--- src/pce_ram.sv ---
// Generic single-port RAM with registered read, used for the coefficient tables.
// No dependencies.
`default_nettype none

module pce_ram #(
  parameter int WIDTH = 32,
  parameter int DEPTH = 64,
  localparam int ADDR_W = (DEPTH > 1) ? $clog2(DEPTH) : 1
) (
  input  wire               clk_i,
  input  wire               en_i,
  input  wire               we_i,
  input  wire [ADDR_W-1:0]  addr_i,
  input  wire [WIDTH-1:0]   wdata_i,
  output logic [WIDTH-1:0]  rdata_o
);

  logic [WIDTH-1:0] mem_q [DEPTH];
  logic [WIDTH-1:0] rdata_q;

  always_ff @(posedge clk_i) begin
    if (en_i) begin
      if (we_i) begin
        mem_q[addr_i] <= wdata_i;
      end else begin
        rdata_q <= mem_q[addr_i];
      end
    end
  end

  assign rdata_o = rdata_q;

endmodule

`default_nettype wire

--- config.mk ---
export PLATFORM = sky130hd
export DESIGN_NAME = pce_ram
export DESIGN_NICKNAME = d
export VERILOG_FILES = /design/src/pce_ram.sv
export SDC_FILE = /design/constraint.sdc
export NUM_CORES = 2
export LEC_CHECK = 0
export BUFFER_PORTS_ARGS = -buffer_cell sky130_fd_sc_hd__buf_2
export CORE_MARGIN = 10
export CORE_UTILIZATION = 40
export CTS_BUF_LIST = sky130_fd_sc_hd__clkbuf_16
export DETAILED_ROUTE_END_ITERATION = 6
export PLACE_DENSITY_LB_ADDON = 0.15
export SLEW_MARGIN = 40
export SYNTH_ARGS = -nofsm -noshare
export SYNTH_HDL_FRONTEND = slang
export SYNTH_SLANG_ARGS = --single-unit
--- constraint.sdc ---
create_clock -name clk_i -period 6.3 [get_ports clk_i]
set_input_delay 0.63 -clock clk_i [delete_from_list [all_inputs] [get_ports clk_i]]
set_output_delay 0.63 -clock clk_i [all_outputs]
set_load 0.01 [all_outputs]
==> After elaboration in Yosys (flattened, before gate mapping) <==
Memory sizes are Yosys's and may differ from the RTL's. A register that Yosys moved wholly into a read port is not among the register bits.
Index checks and enable logic that the tools add are counted.
{ "word_totals": {"register_bits": 0, "latch_bits": 0, "ram_bits": 2048, "mem_bits_ro": 0, "elab_cells": 6, "mem_count": 1} }
{ "op_classes": {"n_addsub": 0, "n_mul": 0, "n_div": 0, "order_cmp": 0, "eq_ne": 0, "n_shift": 0, "n_mux": 3, "bitwise_logic": 1, "n_reduce_logical": 1} }
{ "memory_table": {"columns": ["memory", "depth", "word_bits", "rd", "rd_clocked_by_memory_dff", "wr", "line_no", "text"], "rows": [
  ["mem_q", 64, 32, 1, 1, 1, "18", "logic [WIDTH-1:0] mem_q [DEPTH];"]
]} }
{ "ops": {"columns": ["op", "n"], "rows": [
  ["$mux 1", 3],
  ["$reduce_and 2->1", 1],
  ["$not 1->1", 1]
]} }

==> Logic depth before layout (Yosys ltp) <==
{ "logic_depth": {"ltp_word": 3, "ltp_mapped": 12, "depth_no_buf": 6} }

==> Worst setup path before layout <==
No wires, ideal clock.
{ "synth_path": {"path_kind": "input port to flip-flop", "startpoint": "input addr_i[2]", "endpoint": "memory mem_q[15][0] (enable)", "arrival_time_ns": 3.582, "t_required_ns": 5.879, "path_slack_ns": 2.296, "cell_stages": 9, "cell_sequence": "buf_6 > buf_4 > buf_4 > buf_2 > buf_2 > clkbuf_1 > and3_1 > nand2_1 > nor2_1"} }
{ "synth_rtl": {"columns": ["item", "line_no", "text"], "rows": [
  ["start, declared", "13", "input wire [ADDR_W-1:0] addr_i,"],
  ["end, declared", "18", null]
]} }
No word-level cell before the write port.

==> impl_metrics.csv <==
group,metric,value,unit
status,status,"completed",
timing,slew_violations,0,
worst_setup_path,crit_fanout,65,
worst_setup_path,reg2reg_depth,6,
placement,portBuffers,72,
cells_and_area,layout_common_cells,"edfxtp_1 (2,080), a22oi_1 (477), mux2i_1 (242)",
worst_setup_path,crit_arrival,4180,ps
global_route,grt-ovfl-total,0,
routing,first_pass_iters,6,
cells_and_area,layout_commonest_cell,"edfxtp_1",
worst_setup_path,worstPathRequired,6880,ps
pwr,fin_total_pwr,28.8,mW
logic_synthesis,synth_seq_cells,2080,
logic_synthesis,synth_cells,4436,
worst_setup_path,crit_path_start,"addr_i[2]",
timing,final-hold-violation-count,0,
global_route,antenna_found_initial,20,
timing,tns,0,ps
cts,htree_levels,4,
global_route,grt_max_degree,108,
worst_setup_path,crit_path_end,"rdata_o[7]",
floorplan,io_pins,73,
floorplan,die_h,463,µm
pwr,powerDensity,319,nW/µm²
job,drv_cap,0,
logic_synthesis,yosysWarningCount,0,
logic_synthesis,ys_seq_area_share,79.6,%
cts,clock_latency,850,ps
cells_and_area,drive_gt1_share,15.9,%
logic_synthesis,ys_types,54,
global_route,grt_pass1_vias,43400,
floorplan,die_area,214000,µm²
logic_synthesis,syn-cell-area,78500,µm²
routing,routed_wl,249,mm
floorplan,die_w,463,µm
logic_synthesis,post_synth.cell_area_avg,17.7,µm²
cells_and_area,areaGrowthSynthToFinish,14.9,%
logic_synthesis,synth_top_area_share,79.6,%
global_route,grt_pass1_wl,349,mm
cts,cts-buffers-inserted,209,
cts,root_buffer,"clkbuf_16",
routing,vias_per_cell,6.08,
logic_synthesis,synth_top_cell_by_area,"edfxtp_1",
floorplan,core_area,195000,µm²
timing,finalCritPeriodShare,57.1,%
worst_setup_path,ff2ff_setup_slack,3460,ps
routing,wire_per_inst,33.6,µm
timing,fin_crit,3600,ps
cts,clkSinkCount,2080,
timing,setup_violations,0,
timing,fin_worst_hold_slack,183,ps
logic_synthesis,synth_edf_count,2080,
routing,vias,45000,
global_route,grt_use_total,22.5,%
floorplan,num_rows,162,
routing,remaining_drc_errors,0,
logic_synthesis,syn_nets,4477,
cts,clock_path_buffers,3,
timing,fmax,278,MHz
timing,slew_headroom,35.6,%
pwr,peakVddDrop,0.238,mV
cts,cts_tree,"built",
logic_synthesis,synth_area_leaders,"edfxtp_1 (80%), a22oi_1 (4.6%), mux2i_1 (3.1%)",
logic_synthesis,synth_top_flop_cell,"edfxtp_1",
routing,drtAntennaViolNets,0,
pwr,p_leak,28.5,nW
worst_setup_path,start_kind,"primary input",
cts,cts_setup_buffers,0,
floorplan,initial_utilization,40.3,%
timing,finClkSkew,39.9,ps
routing,drt_iter0_drc,5941,
cells_and_area,finalNetCount,4646,
placement,place.gp.congestion,0.864,
worst_hold_path,hold_path.class,"primary input to flip-flop",
logic_synthesis,asyncSetResetFlopFracSynth,0,%
worst_setup_path,cp-end-kind,"flip-flop",
cts,cts_hold_buf,0,
cts,clk_pin_slew_worst_paths,60,ps
timing,tightest_slew,966,ps
cts,cts_resized,0,
worst_setup_path,reg2reg_to,"rdata_o[7]",
worst_setup_path,worstReg2RegStart,"mem_q[2][7]",
worst_setup_path,crit_type,"primary input to flip-flop",
timing,grt_setup_unrepaired,"no",
placement,dp_hpwl,148,mm
## per-stage QoR
| step | instances | util [%] | instance area (µm²) | setup WS (ps) |
|---|---|---|---|---|
| 2_1_floorplan | 4436 | - | 78500 | 2300 |
| 3_3_place_gp | 6996 | 42.6 | 83100 | 1800 |
| 3_5_place_dp | 7014 | 42.8 | 83500 | 1850 |
| 4_1_cts | 7398 | 46.2 | 90000 | 2750 |
| 5_1_grt | 7403 | 46.2 | 90200 | 2760 |
| 6_report | 7409 | 46.3 | 90200 | 2700 |
## layout make-up
type,instances,area [µm²]
diodes,7,17.5
fillers,16800,105000
multi-input cells,2024,15300
clock buffers,213,5330
flip-flops and latches,2080,62500
inverters,3,13.8
well taps,2624,3280
clock inverters,171,1200
repair buffers,287,2590
## power breakdown
group	internal [mW]	switching [mW]
Clock	6.58	5.33
Sequential	15.3	0.0316
Combinational	0.405	1.15
## flip-flops by register name (all words and copies together), names as in the netlist
signal / flops
mem_q: 2048
rdata_o: 32
## routing by layer
layer / track usage (%) / up-vias / share of wire [%] / wire length (µm)
li1: - / 18900 / - / -
met1: 31.6 / 23600 / 42 / 103000
met2: 35.3 / 2135 / 47 / 116000
met3: 4.14 / 394 / 8.2 / 20400
met4: 7.59 / 10 / 3.4 / 8580
met5: 0 / - / 0.023 / 56
## how the worst min path moves through the flow
stage / start / to / slack [ps] / depth (start not counted)
after CTS: wdata_i[12] / mem_q[13][12] / 130 / 1
after floorplan: mem_q[56][30] / rdata_o[30] / 670 / 3
after global placement: mem_q[50][29] / rdata_o[29] / 740 / 4
after global routing: wdata_i[12] / mem_q[13][12] / 160 / 1
after detailed placement: mem_q[32][3] / rdata_o[3] / 750 / 3
final: wdata_i[12] / mem_q[13][12] / 180 / 1
## cell usage after synthesis, drive strengths merged, types with 70 or more instances
library cell  number
edfxtp          2080
a22oi            477
mux2i            242
o22ai            238
clkbuf           201
a221oi           171
nor2             155
buf              128
nand2            119
o21ai             97
mux2              72
a21oi             70
## critical path, stage by stage
cell,delay (ps)
buf_8,440
buf_4,580
mux2_2,390
a22oi_1,170
nor2_1,90
a311oi_1,690
o221ai_1,530
or3_1,480
## cells by family after synthesis
| family | synth area share, % |
|---|---|
| DFF | 79.6 |
| AOI/OAI and AO/OA | 11.8 |
| and+or+nand+nor | 2.44 |
| muxes | 4.35 |
| buffers and inverters | 1.80 |
Power figures use the tool's default switching activity.
