==> config.mk <==
export PLATFORM = sky130hd
export DESIGN_NAME = pce_horner_step
export DESIGN_NICKNAME = d
export VERILOG_FILES = /design/src/pce_pkg.sv /design/src/pce_horner_step.sv
export SDC_FILE = /design/constraint.sdc
export NUM_CORES = 2
export LEC_CHECK = 0
export BUFFER_PORTS_ARGS = -buffer_cell sky130_fd_sc_hd__buf_4
export CORE_MARGIN = 4
export CORE_UTILIZATION = 59
export DETAILED_ROUTE_END_ITERATION = 8
export GPL_TIMING_DRIVEN = 0
export PLACE_DENSITY = 0.87
export SKIP_LAST_GASP = 1
export SYNTH_ARGS = -nofsm -noshare
export SYNTH_HDL_FRONTEND = slang
export SYNTH_SLANG_ARGS = --single-unit
==> constraint.sdc <==
create_clock -name clk_i -period 19.69 [get_ports clk_i]
set_input_delay 3.938 -clock clk_i [delete_from_list [all_inputs] [get_ports clk_i]]
set_output_delay 3.938 -clock clk_i [all_outputs]
set_load 0.05 [all_outputs]
==> src/pce_pkg.sv <==
// Shared widths, codes and types of the piecewise cubic evaluator.
// No dependencies; all other files but pce_ram refer to it by scoped names.
`default_nettype none

package pce_pkg;

  // Field widths of the request, result and configuration channels.
  localparam int REQ_W     = 1;
  localparam int IDX_W     = 7;
  localparam int X_W       = 24;
  localparam int C_W       = 32;
  localparam int Y_W       = 32;
  localparam int SEG_HIT_W = 6;
  localparam int CNT_W     = 7;

  // Internal arithmetic widths: Horner accumulator and raw product.
  localparam int ACC_W  = 40;
  localparam int PROD_W = 64;

  // Segment search works on groups of this many hit bits.
  localparam int GRP_SIZE  = 8;
  localparam int GRP_IDX_W = 3;

  localparam logic [CNT_W-1:0] CNT_RESET = 7'd2;

  // Request codes.
  localparam logic [REQ_W-1:0] REQ_LOAD = 1'b0;
  localparam logic [REQ_W-1:0] REQ_EVAL = 1'b1;

  // Saturation limits, kept in the width they are compared at.
  localparam logic signed [PROD_W-1:0] ACC_MAX = 64'sd549755813887;
  localparam logic signed [PROD_W-1:0] ACC_MIN = -64'sd549755813888;
  localparam logic signed [ACC_W-1:0]  VAL_MAX = 40'sd2147483647;
  localparam logic signed [ACC_W-1:0]  VAL_MIN = -40'sd2147483648;

  typedef struct packed {
    logic signed [C_W-1:0] cubic;
    logic signed [C_W-1:0] square;
    logic signed [C_W-1:0] linear;
    logic signed [C_W-1:0] offset;
  } coef_t;

endpackage

`default_nettype wire

==> src/pce_horner_step.sv <==
// One Horner step t' = sat40(round(t * q) + coef), as a multiply stage and an add stage.
// Depends on pce_pkg for widths and saturation limits.
`default_nettype none

module pce_horner_step #(
  parameter int X_FRAC_BITS = 16
) (
  input  wire                                   clk_i,
  input  wire                                   en_i,
  input  wire logic signed [pce_pkg::ACC_W-1:0] t_i,
  input  wire logic signed [pce_pkg::X_W-1:0]   q_i,
  input  wire logic signed [pce_pkg::C_W-1:0]   coef_i,
  output logic signed [pce_pkg::ACC_W-1:0]      t_o,
  output logic signed [pce_pkg::X_W-1:0]        q_o
);

  localparam logic signed [pce_pkg::PROD_W-1:0] Half = 64'sd1 <<< (X_FRAC_BITS - 1);

  logic signed [pce_pkg::PROD_W-1:0] prod_d, prod_q;
  logic signed [pce_pkg::C_W-1:0]    coef_q;
  logic signed [pce_pkg::X_W-1:0]    qm_q, qa_q;
  logic signed [pce_pkg::PROD_W-1:0] rnd, sum;
  logic signed [pce_pkg::ACC_W-1:0]  t_d, t_q;

  // Exact product, at most 63 significant bits.
  assign prod_d = t_i * q_i;

  always_comb begin
    rnd = (prod_q + Half) >>> X_FRAC_BITS;
    sum = rnd + pce_pkg::PROD_W'(coef_q);
    if (sum > pce_pkg::ACC_MAX) begin
      t_d = pce_pkg::ACC_MAX[pce_pkg::ACC_W-1:0];
    end else if (sum < pce_pkg::ACC_MIN) begin
      t_d = pce_pkg::ACC_MIN[pce_pkg::ACC_W-1:0];
    end else begin
      t_d = sum[pce_pkg::ACC_W-1:0];
    end
  end

  always_ff @(posedge clk_i) begin
    if (en_i) begin
      prod_q <= prod_d;
      coef_q <= coef_i;
      qm_q   <= q_i;
      t_q    <= t_d;
      qa_q   <= qm_q;
    end
  end

  assign t_o = t_q;
  assign q_o = qa_q;

endmodule

`default_nettype wire

* Yosys cells after proc, flatten, opt, wreduce, memory -nomap -nowiden
Index checks and enable logic that the tools add are counted.
** Operators by class
- Multiply operators :: 1
- Add/subtract/negate cells :: 2
- Muxes and demuxes :: 1
- Magnitude comparators :: 2
** Operator list (number)
- 64-bit by 17-bit adder with 64-bit output (second input constant) :: 1
- 40-bit by 24-bit multiplier with 64-bit output :: 1
- 48-bit by 32-bit adder with 49-bit output :: 1
- 49-bit by 40-bit greater-than comparator with 1-bit output (second input constant) :: 1
- 49-bit by 40-bit less-than comparator with 1-bit output (second input constant) :: 1
- 40-bit two-way mux :: 1
** Storage, ports and cells
- Input bits :: 98
- Flip-flop bits (word level) :: 184

* Depth between registers and ports, before layout
- Word-level depth :: 4
- Mapped depth :: 28

* Worst setup path after synthesis
OpenSTA, ideal clock, no wires.
- Kind :: input to register
- Start point :: input port q_i[0] (netlist name)
- End point :: register prod_q[60] (netlist name), data pin
- Stages :: 28
- Library setup time :: 0.259 ns
- Arrival :: 10.660 ns
- Path slack :: 8.771 ns
- Path through :: clkbuf_1 > clkbuf_1 > and2_1 > fa_1 > inv_1 > fa_1 > inv_1 > fa_1 > inv_1 > fa_1 > inv_1 > fa_1 > fa_1 > inv_1 > fa_1 > inv_1 > ha_1 > a21o_1 > a21o_1 > a21oi_1 > o2111ai_1 > o31a_1 > a41o_1 > and4_1 > a21oi_1 > o21ai_0 > a21oi_1 > xnor2_1
** Between the ends
- Longest elaborated chain between the ends :: 1
** Ends and longest elaborated chain
- start, declared :: RTL line pce_horner_step.sv:11 : input wire logic signed [pce_pkg::X_W-1:0] q_i,
- 40-bit by 24-bit multiplier with 64-bit output :: RTL line pce_horner_step.sv:26 : assign prod_d = t_i * q_i;
- net prod_d (one bit) :: RTL line pce_horner_step.sv:19 : logic signed [pce_pkg::PROD_W-1:0] prod_d, prod_q;
- end signal, assigned :: RTL line pce_horner_step.sv:42 : prod_q <= prod_d;
- end, declared :: RTL line pce_horner_step.sv:19
The timed path passes the listed nets, and every way through them passes these cells.
A chain may end at the register's enable or synchronous reset.

* Worst setup path after layout
Same ends and word-level chain as after synthesis.

==> results.md <==
- Status: complete, no violations
- Mux contribution to synthesized area: 0
- Reg2Reg Launch Point: prod_q[17]
- CP max FO: 10
- Post-synthesis xor/xnor area fraction: 0.03139
- Hold Path Sink: q_o[9]
- Synthesis-to-layout area growth: 7.295%
- CTS clock-pin slew for the worst setup and hold paths: approximately 70 ps
- Max stage delay on crit path: 730 ps
- Routed met2 length: about 55 mm
- Post-Route WL: 126.5 mm
- I/O Pins: roughly 160
- Adder-cell area share of the yosys netlist: 0.5361
- Post-synthesis instance area: around 41,000 um2
- TritonCTS Buffers: 17
- Top sig layer: met5
- Total die area: about 73,000 um2
- Via count: between 30,000 and 40,000
- Worst-skew pair later-pin latency: around 500 ps
- R2r endpoint: t_o[27]
- Required @ worst endpoint: about 20,000 ps
- Most frequent cells in the layout: 982 x inv_1, 959 x fa_1, 631 x nand2_1, 351 x and2_1, 211 x ha_1
- Ys Warns: 0
- Flop2flop setup slack: between 10,000 and 15,000 ps
- Complex-gate fraction of the synthesized area: 0.05234
- Crit path top cell by count: fa_1
- RSZ-0062 raised after global routing: no
- Period utilisation layout: 0.6406
- Worst-Margin Slew: around 1300 ps
- Vias in the first global route: roughly 33,000
- Final slew viol count: 0
- All-Layer GR Usage: 0.3536
- Placed cell count: around 5,300
- Post-DP HPWL: 104.9 mm
- Fill cells: approximately 5,400
- Core area: around 68,000 um2
- Most common cell after layout, fill and taps aside: inv_1
- CP Capture Type: flip-flop
- Max-Cap Viols: 0
- Detailed Routing Iterations Pass 1: 9
- Post-synthesis sequential area ratio: 0.1246
- Metal3 WL: approximately 19 mm
- Post-synth EDFFs: around 170
- Fin nets: 5,674
- Fin Hold WS: roughly 400 ps
- Endpoints failing setup: 0
- DR WL/cell: around 24 um
- CTS tree: built
- Non-Filler Instances: 5,311
- Slowest-stage cell, CP: clkbuf_1
- Async S/R FF share, synth: 0
- Worst-case clock buffer depth: 2
- Final min period: approximately 13,000 ps
- Max Fclk: slightly below 80 MHz
- Clk_skew: between 20 and 25 ps
- Crit path launch: q_i[0]
- WP buf/inv: 7
- Startpoint types: primary input
- Largest net degree at the start of global routing: approximately 100
- Clock sinks: ~170
- Worst min path class: flip-flop to flip-flop
- Via-to-Cell Ratio: roughly 5.8
- Worst hold start: qm_q[9]
- Root Buffer: clkbuf_16
- Final hold vios: 0
- DRT iter0 DRCs: 3,011
- H-Tree Depth: 4
- Port Buf Inserts: ~160
- FF+latch count, synth: around 170
- Syn Inst Count: 4,224
- Hold depth: 0
- Row Count: 96
- Crit path kind: primary input to flip-flop
- Initial Utilization: 0.5949
- WP depth: 27
- Ratio of cells with drive above 1 in the final layout: 0.05024
- Antenna viol nets, final: 0
- Hold_buf cts: 0
- CP arrival: around 13,000 ps
- Max-slew headroom: 0.1383
- Cell variety after synth: between 70 and 80
- Met1 WL: about 44 mm
- Top_reg_cell synth: edfxtp_1
- Placer congestion estimate: 1.044
- Synth Net Count: between 5,000 and 6,000
- Initial antenna violation count: 9
- Final setup TNS: 0 ps
- CTS resizes: 0
- DRC: 0
- Mean Syn Cell Area: 9.643 um2
- Die X: roughly 270 um
- First-pass GRT wire length: slightly below 200 mm
- Gr ovfl total: 0
- Synth Area in Simple Gates: 0.1454
- Die Ht: 270.8 um
- Main combinational cell family by area after synthesis: adder cells
- CP top delay family: adder cells
- Reg2Reg Depth: 24
- Setup bufs post-CTS: 0
## area by class of cell
cell class	count	area (um2)	area share
sequential	169	5075	0.1161
timing repair buffer	163	1251	0.02863
antenna	10	25.02	0.0005726
clock inverter	12	140.1	0.003206
buffer	206	800.8	0.01832
tap	882	1104	0.02525
inverter	982	3686	0.08434
clock buffer	20	436.7	0.009991
multi-input combinational	2867	31190	0.7136
## Yosys cell counts, drive strengths merged (6+ instances only)
library cell	n	area, um2
inv	982	3686
fa	959	19200
nand2	631	2369
and2	352	2202
ha	211	2640
clkbuf	194	728.2
edfxtp	169	5075
xnor2	100	875.8
a21o	89	668.1
nor2	89	334.1
a21oi	83	415.4
o21ai	47	235.2
xor2	46	402.9
nand4	31	193.9
nand3	29	145.1
nor3	24	131.4
and3	22	137.6
nand2b	15	93.84
nor2b	15	93.84
o21a	13	97.59
buf	12	72.57
o21bai	10	75.07
or3	9	56.30
o211ai	8	65.06
a211oi	6	45.04
o31a	6	52.55
## per-layer routing
metal  track usage  vias up
met5     0.0006579        -
met3        0.1577      543
met1        0.4327    15385
li1              -    12892
met4        0.1931        2
met2        0.5287     2157
## kinds of logic (layout without fill, tap and decap cells)
group,count (synthesis),in the layout
fa+ha+maj,1170,1170
buf+inv,1188,1383
flops,169,169
compound gates,314,314
other cells,0,10
simple gates,1237,1237
xor+xnor,146,146
## flip-flops by register name, summed over array words and instances (netlist names)
register / flops
prod_q: 49
t_o: 40
qm_q: 24
coef_q: 32
q_o: 24
## metrics by stage
step           area [um2]  setup slack (ps)  utilization
6_report            43700              7076       0.6383
5_1_grt             43680              6863       0.6380
4_1_cts             43680              7353       0.6380
3_5_place_dp        43100              6971       0.6296
3_3_place_gp        43050              6277       0.6287
2_1_floorplan       40730              8771            -
## worst max path at each step
stage                            end
after global routing      prod_q[60]
after floorplan           prod_q[60]
after detailed placement  prod_q[60]
after CTS                 prod_q[60]
final                     prod_q[60]
after global placement    prod_q[61]
Power is left out: the tool's default activity adds up to more than one toggle a clock period on the data nets, which glitch-free logic cannot reach.
